<file path="src/rtl/fwmi_pkg.sv">
// Shared types and constants for the queue with insert by value.
// No dependencies; imported by every module of the block.
package fwmi_pkg;

   localparam int CAPACITY   = 16;
   localparam int DATA_WIDTH = 32;
   localparam int CNT_W      = $clog2(CAPACITY + 1);

   // command codes
   localparam logic [1:0] OP_ENQUEUE    = 2'd0;
   localparam logic [1:0] OP_DEQUEUE    = 2'd1;
   localparam logic [1:0] OP_INS_AFTER  = 2'd2;
   localparam logic [1:0] OP_INS_BEFORE = 2'd3;

   // result status codes
   localparam logic [1:0] ST_OK        = 2'd0;
   localparam logic [1:0] ST_NOT_FOUND = 2'd1;
   localparam logic [1:0] ST_FULL      = 2'd2;
   localparam logic [1:0] ST_EMPTY     = 2'd3;

   typedef logic [DATA_WIDTH-1:0] word_type;
   typedef logic [CNT_W-1:0]      count_type;

   // command as seen by every cell
   typedef struct packed {
      logic [1:0] opcode;
      word_type   match_word;
      word_type   new_word;
      logic       commit;
   } cell_cmd_type;

   // passed from a cell to the cell behind it (toward the tail)
   typedef struct packed {
      logic     valid;
      word_type word;
      logic     hit_below;   // a match in some cell ahead of the sender
      logic     hit_upto;    // a match in the sender or ahead of it
   } fwd_link_type;

   // passed from a cell to the cell ahead of it (toward the head)
   typedef struct packed {
      logic     valid;
      word_type word;
   } bwd_link_type;

endpackage

</file>
<file path="src/rtl/fwmi_cell.sv">
// One queue entry: word, valid flag, match compare and shift decision.
// Depends on fwmi_pkg.
module fwmi_cell
   import fwmi_pkg::*;
(
   input  logic         clock,
   input  logic         reset,
   input  cell_cmd_type cmd,
   input  fwd_link_type from_left,
   input  bwd_link_type from_right,
   output fwd_link_type to_right,
   output bwd_link_type to_left
);

   logic     valid_ff, valid_in;
   word_type word_ff, word_in;
   logic     match;
   logic     left_first;

   assign match      = valid_ff && (word_ff == cmd.match_word);
   assign left_first = from_left.hit_upto && !from_left.hit_below;

   assign to_right.valid     = valid_ff;
   assign to_right.word      = word_ff;
   assign to_right.hit_below = from_left.hit_upto;
   assign to_right.hit_upto  = from_left.hit_upto || match;

   assign to_left.valid = valid_ff;
   assign to_left.word  = word_ff;

   always_comb begin
      valid_in = valid_ff;
      word_in  = word_ff;
      if (cmd.commit) begin
         unique case (cmd.opcode)
            OP_ENQUEUE: begin
               // take the word at the first free place
               if (from_left.valid && !valid_ff) begin
                  valid_in = 1'b1;
                  word_in  = cmd.new_word;
               end
            end
            OP_DEQUEUE: begin
               valid_in = from_right.valid;
               word_in  = from_right.word;
            end
            OP_INS_AFTER: begin
               valid_in = from_left.valid;
               if (from_left.hit_below) begin
                  word_in = from_left.word;
               end else if (left_first) begin
                  word_in = cmd.new_word;
               end
            end
            OP_INS_BEFORE: begin
               valid_in = from_left.valid;
               if (from_left.hit_upto) begin
                  word_in = from_left.word;
               end else if (match) begin
                  word_in = cmd.new_word;
               end
            end
            default: begin
               valid_in = valid_ff;
            end
         endcase
      end
   end

   always_ff @(posedge clock) begin
      if (reset) begin
         valid_ff <= 1'b0;
      end else begin
         valid_ff <= valid_in;
      end
      word_ff <= word_in;
   end

endmodule

</file>
<file path="src/rtl/fifo_with_match_insert.sv">
// Top level of the queue with insert by value: command register, row of cells,
// status decision and result register. Depends on fwmi_pkg and fwmi_cell.
//
// An ordered queue of CAPACITY words held in a row of cells, head in the first
// cell. A command is registered on acceptance and carried out from the command
// register once the result register can take it: every cell compares its word with
// the match value at once and shifts, loads or holds, and the result beat is
// registered in the result register. A new command is taken in the same cycle as
// the previous one executes, so the block sustains one command per cycle unless the
// receiver stalls; it stalls only while the result register is full and held by the
// receiver. Reset empties the queue.
module fifo_with_match_insert
   import fwmi_pkg::*;
(
   input  logic        clock,
   input  logic        reset,
   input  logic        req_valid,
   output logic        req_stall,
   input  logic [1:0]  req_opcode,
   input  logic [31:0] req_match_value,
   input  logic [31:0] req_new_value,
   output logic        rsp_valid,
   input  logic        rsp_stall,
   output logic [1:0]  rsp_status,
   output logic [31:0] rsp_head_word,
   output logic [4:0]  rsp_entry_count,
   output logic        rsp_queue_empty
);

   logic       cmd_valid_ff, cmd_valid_in;
   logic [1:0] op_ff;
   word_type   match_ff;
   word_type   new_ff;
   count_type  count_ff, count_in;

   logic        rsp_valid_ff, rsp_valid_in;
   logic [1:0]  rsp_status_ff, rsp_status_in;
   logic [31:0] rsp_head_ff, rsp_head_in;
   logic [4:0]  rsp_count_ff;
   logic        rsp_empty_ff;

   logic         accept;
   logic         exec;
   logic         full;
   logic         found;
   cell_cmd_type cmd;

   fwd_link_type fwd [CAPACITY+1];
   bwd_link_type bwd [CAPACITY+1];

   assign exec      = cmd_valid_ff && (!rsp_valid_ff || !rsp_stall);
   assign req_stall = cmd_valid_ff && !exec;
   assign accept    = req_valid && !req_stall;
   assign cmd_valid_in = accept || (cmd_valid_ff && !exec);

   assign full  = (count_ff == CNT_W'(CAPACITY));
   assign found = fwd[CAPACITY].hit_upto;

   // status of the command now executing
   always_comb begin
      priority if (op_ff == OP_DEQUEUE) begin
         rsp_status_in = (count_ff == '0) ? ST_EMPTY : ST_OK;
      end else if (full) begin
         rsp_status_in = ST_FULL;
      end else if (op_ff == OP_ENQUEUE) begin
         rsp_status_in = ST_OK;
      end else if (!found) begin
         rsp_status_in = ST_NOT_FOUND;
      end else begin
         rsp_status_in = ST_OK;
      end
   end

   assign cmd.opcode     = op_ff;
   assign cmd.match_word = match_ff;
   assign cmd.new_word   = new_ff;
   assign cmd.commit     = exec && (rsp_status_in == ST_OK);

   always_comb begin
      count_in = count_ff;
      if (cmd.commit) begin
         if (op_ff == OP_DEQUEUE) begin
            count_in = count_ff - CNT_W'(1);
         end else begin
            count_in = count_ff + CNT_W'(1);
         end
      end
   end

   assign rsp_head_in = (cmd.commit && op_ff == OP_DEQUEUE)
                      ? 32'({32'd0, fwd[1].word}) : 32'd0;

   // boundaries of the row: ahead of the head everything counts as held
   assign fwd[0].valid     = 1'b1;
   assign fwd[0].word      = '0;
   assign fwd[0].hit_below = 1'b0;
   assign fwd[0].hit_upto  = 1'b0;
   assign bwd[CAPACITY].valid = 1'b0;
   assign bwd[CAPACITY].word  = '0;
   assign bwd[0].valid = 1'b0;
   assign bwd[0].word  = '0;

   for (genvar i = 0; i < CAPACITY; i++) begin : g_cell
      bwd_link_type left_out;
      fwmi_cell u_cell (
         .clock      (clock),
         .reset      (reset),
         .cmd        (cmd),
         .from_left  (fwd[i]),
         .from_right (bwd[i+1]),
         .to_right   (fwd[i+1]),
         .to_left    (left_out)
      );
      if (i > 0) begin : g_link
         assign bwd[i] = left_out;
      end
   end

   assign rsp_valid_in = exec || (rsp_valid_ff && rsp_stall);

   always_ff @(posedge clock) begin
      if (reset) begin
         cmd_valid_ff <= 1'b0;
         count_ff     <= '0;
         rsp_valid_ff <= 1'b0;
      end else begin
         cmd_valid_ff <= cmd_valid_in;
         count_ff     <= count_in;
         rsp_valid_ff <= rsp_valid_in;
      end
      if (accept) begin
         op_ff    <= req_opcode;
         match_ff <= DATA_WIDTH'({{DATA_WIDTH{1'b0}}, req_match_value});
         new_ff   <= DATA_WIDTH'({{DATA_WIDTH{1'b0}}, req_new_value});
      end
      if (exec) begin
         rsp_status_ff <= rsp_status_in;
         rsp_head_ff   <= rsp_head_in;
         rsp_count_ff  <= 5'({5'd0, count_in});
         rsp_empty_ff  <= (count_in == '0);
      end
   end

   assign rsp_valid       = rsp_valid_ff;
   assign rsp_status      = rsp_status_ff;
   assign rsp_head_word   = rsp_head_ff;
   assign rsp_entry_count = rsp_count_ff;
   assign rsp_queue_empty = rsp_empty_ff;

endmodule

</file>
<file path="config.mk">
export PLATFORM = sky130hd
export DESIGN_NAME = fifo_with_match_insert
export DESIGN_NICKNAME = d
export VERILOG_FILES = /design/src/rtl/fwmi_pkg.sv /design/src/rtl/fwmi_cell.sv /design/src/rtl/fifo_with_match_insert.sv
export SDC_FILE = /design/constraint.sdc
export NUM_CORES = 2
export LEC_CHECK = 0
export ABC_AREA = 0
export BUFFER_PORTS_ARGS = -buffer_cell sky130_fd_sc_hd__buf_2
export CORE_UTILIZATION = 55
export DETAILED_ROUTE_END_ITERATION = 12
export PLACE_DENSITY_LB_ADDON = 0.1
export SKIP_CTS_REPAIR_TIMING = 1
export SLEW_MARGIN = 20
export SYNTH_ARGS = -nofsm -noshare
export SYNTH_HDL_FRONTEND = slang
export SYNTH_SLANG_ARGS = --single-unit
</file>
<file path="constraint.sdc">
create_clock -name clock -period 7.8 [get_ports clock]
set_input_delay 1.17 -clock clock [delete_from_list [all_inputs] [get_ports clock]]
set_output_delay 1.17 -clock clock [all_outputs]
set_load 0.005 [all_outputs]
</file>
==> results by group <==
Run status
  • Status: finished, final reports clean

Layout
  • Layout fillers: 6936
  • Post-route cell area: 0.04876 sq mm
  • Multi-input gate area: 0.02388 sq mm
  • Highest-count cells in the layout ignoring fill and taps: edfxtp_1, o21ai_0, xor2_1
  • Area delta synth->final: 7.693%
  • Commonest non-fill, non-tap cell in the layout: edfxtp_1
  • NumNets Final: 4542
  • Final std cells w/o fill: 5593
  • FF+latch area: 0.01902 sq mm
  • Layout cells sized above 1: 0.09578

Timing
  • Measured slew at the worst slew-check pin: 1.315 ns
  • Final hold vios: 0
  • Setup violators final: 0
  • Hold slack: 0.4967 ns
  • Setup_tns: 0 ns
  • Rel. slew slack: 0.1152
  • RSZ-0062 raised after global routing: no
  • Max frequency: 0.1786 GHz
  • Max Slew Vio Count: 0
  • Final Critical Period: 5.599 ns
  • Final clock skew: 0.04681 ns
  • Crit share post-route: 0.7179

Setup path
  • R2R Path End: g_cell[1].u_cell.word_ff[15]
  • R2R setup slack: 2.20 ns
  • Critical Path Start: match_ff[28]
  • Crit-path max FO: 73
  • Number of cells on the worst reg-to-reg path: 11
  • Slowest cell delay on critical path: 1.18 ns
  • Critical path class: register to register
  • CP max stage cell: edfxtp_1
  • Worst setup endpoint: g_cell[1].u_cell.word_ff[15]
  • CP Buf/Inv Count: 3
  • Critical Path Stages: 11
  • Arrival @ worst endpoint: 5.88 ns
  • Worst Path Required: 8.09 ns
  • Setup crit end kind: register
  • Worst flop-to-flop path startpoint: match_ff[28]
  • Worst setup SP type: register
  • Worst path most repeated cell: buf_4
  • Crit-path cells: buf_4 -> xor2_1 -> nor4_1 -> nand3_1 -> nor4_2 -> nor3_1 -> and4_1 -> a31oi_4 -> buf_4 -> and3_1 -> buf_4
  • Top delay family on crit path: simple AND/OR/NAND/NOR gates

Detailed routing
  • Initial drt markers: 7700
  • Via count: 41.51k
  • Routed len/inst: 33.99 um
  • Number of routed nets with antenna violations: 0
  • First drt pass iteration count: 9
  • Total wire length: 190100 um
  • Via density: 7.421
  • DRC viols: 0

Pwr
  • Leakage: 0.01721 uW
  • Pwr/cell area: 187.7 mW/mm^2
  • Peak supply drop: 181.1 uV

GRT
  • Vias in the first global route: 36.61k
  • Remaining Overflow, GRT: 0
  • Maximum number of pins on one net before global-route repair: 207
  • Initial antenna violation count: 6
  • Global Route Usage Sum: 0.4437
  • First-pass GRT wire length: 268600 um

Synth
  • Post-synth ARST share: 0
  • Seq cells post-synth: 641
  • Yosys cell types: 74
  • Post-synth EDFFs: 618
  • Synth top area share: 0.4098
  • Dominant synthesized flop cell: edfxtp_1
  • Yosys warns: 0
  • Largest area contributor in the netlist: edfxtp_1
  • Syn nets: 4733
  • Register area share after synthesis: 0.4200
  • Synthesized cell area: 0.04528 sq mm
  • Synth Instances: 4659
  • Mean area per synthesized cell: 9.719 sq um
  • Synth top area cells: edfxtp_1, mux2i_1, xor2_1

Placement
  • Dpl cell area: 0.04613 sq mm
  • Placed Instances: 5447
  • Half-perimeter wire length after placement: 135100 um
  • Port Buffers: 111
  • Gpl congestion: 1.075

Clock network
  • Clock buffer depth: 3
  • Clock Latency Late Sink: 0.68 ns
  • Clock tree root driver cell: clkbuf_16
  • TritonCTS clock tree: yes
  • Clk slew on worst S/H paths: 0.06 ns
  • CTS sink count: 641
  • CTS buffer count: 78
  • H-tree levels: 3

Die
  • I/O pin count: 112
  • Die area: 0.08348 sq mm
  • Initial Util: 0.5595
  • Core footprint: 0.08094 sq mm
  • Die width: 288.9 um
  • Die Ht: 288.9 um
  • Row Count: 104

Worst hold path
  • Cell depth of the worst min-delay path: 2
  • Worst hold path type: register to register

Run
  • Max capacitance violation total: 0
synth_stat cells (6+ instances only):
master / number
edfxtp_1: 618
o21ai_0: 406
xor2_1: 395
mux2i_1: 382
clkbuf_1: 336
nand2_1: 331
a21oi_1: 283
nor4_1: 165
o22ai_1: 127
xnor2_1: 115
nand4_1: 98
a221oi_1: 93
buf_2: 93
nor2_1: 84
and3_1: 80
nand3_1: 72
a211oi_1: 68
nor2b_1: 67
a21o_1: 66
o211ai_1: 66
a22oi_1: 65
o221ai_1: 64
inv_1: 60
nand2b_1: 50
buf_4: 49
a22o_1: 45
nor3_1: 37
a311oi_1: 33
nand3b_1: 33
o21bai_1: 33
o22a_1: 33
a21boi_0: 31
clkbuf_2: 26
dfxtp_1: 23
a221oi_2: 14
nand4b_1: 12
buf_1: 10
buf_6: 10
or4_1: 10
nor4b_1: 9
or3_1: 6
flip-flops by register name (all words and copies together), names as in the netlist:
signal	cells
rsp_status	2
rsp_entry_count	5
cmd_valid_ff	1
count_ff	5
op_ff	2
rsp_head_word	32
new_ff	32
rsp_queue_empty	1
g_cell.u_cell.valid_ff	16
rsp_valid	1
match_ff	32
g_cell.u_cell.word_ff	512
final cells by class:
class,count,share of cell area
diodes,2,0.0001026
clock buffers,89,0.04131
clock inverters,54,0.01196
inverters,60,0.004721
multi-input cells,3434,0.4896
flip-flops and latches,641,0.3900
well taps,1060,0.02720
repair buffers,253,0.03510
worst min path at each step:
stage                      start         to  slack, ns
global route        cmd_valid_ff  rsp_valid       0.55
global placement    cmd_valid_ff  rsp_valid       0.48
CTS                 cmd_valid_ff  rsp_valid       0.51
detailed placement  cmd_valid_ff  rsp_valid       0.49
finish              cmd_valid_ff  rsp_valid       0.50
floorplan           cmd_valid_ff  rsp_valid       0.45
worst min-delay path: cells and delay by family (launching register included):
| family | cells | cell delay (ns) |
|---|---|---|
| flops | 1 | 0.35 |
| simple gates | 1 | 0.07 |
| compound gates | 1 | 0.05 |
cell families after synthesis:
family / after synthesis / synth area share
flip-flops: 641 / 0.4200
AND/OR/NAND/NOR: 1079 / 0.1272
buffers and inverters: 584 / 0.05742
XOR/XNOR: 510 / 0.09865
multiplexers: 386 / 0.08544
adder cells (fa/ha/maj): 4 / 0.001271
AO/OA/AOI/OAI: 1455 / 0.2100
power by group:
| part | switching, uW | internal, uW | total (uW) | leakage [uW] |
|---|---|---|---|---|
| Sequential | 121 | 3900 | 4020 | 0.00584 |
| Combinational | 897 | 420 | 1320 | 0.0101 |
| Clock | 1640 | 2170 | 3810 | 0.00127 |
| Total | 2660 | 6490 | 9150 | 0.0172 |
layer usage:
layer | routed length (um) | track usage
met5 | 48 | 0
met4 | 8267 | 0.1554
met3 | 28370 | 0.1517
met2 | 78470 | 0.6220
met1 | 74970 | 0.6323
metrics by stage:
stage	util	total power, uW	setup slack (ns)
final	0.6025	9153	2.201
after global placement	0.5698	5326	2.548
after detailed placement	0.5699	5338	2.493
after floorplan	-	4891	1.558
after CTS	0.6020	9073	2.420
after global routing	0.6024	9330	2.123
Power figures use the tool's default switching activity.
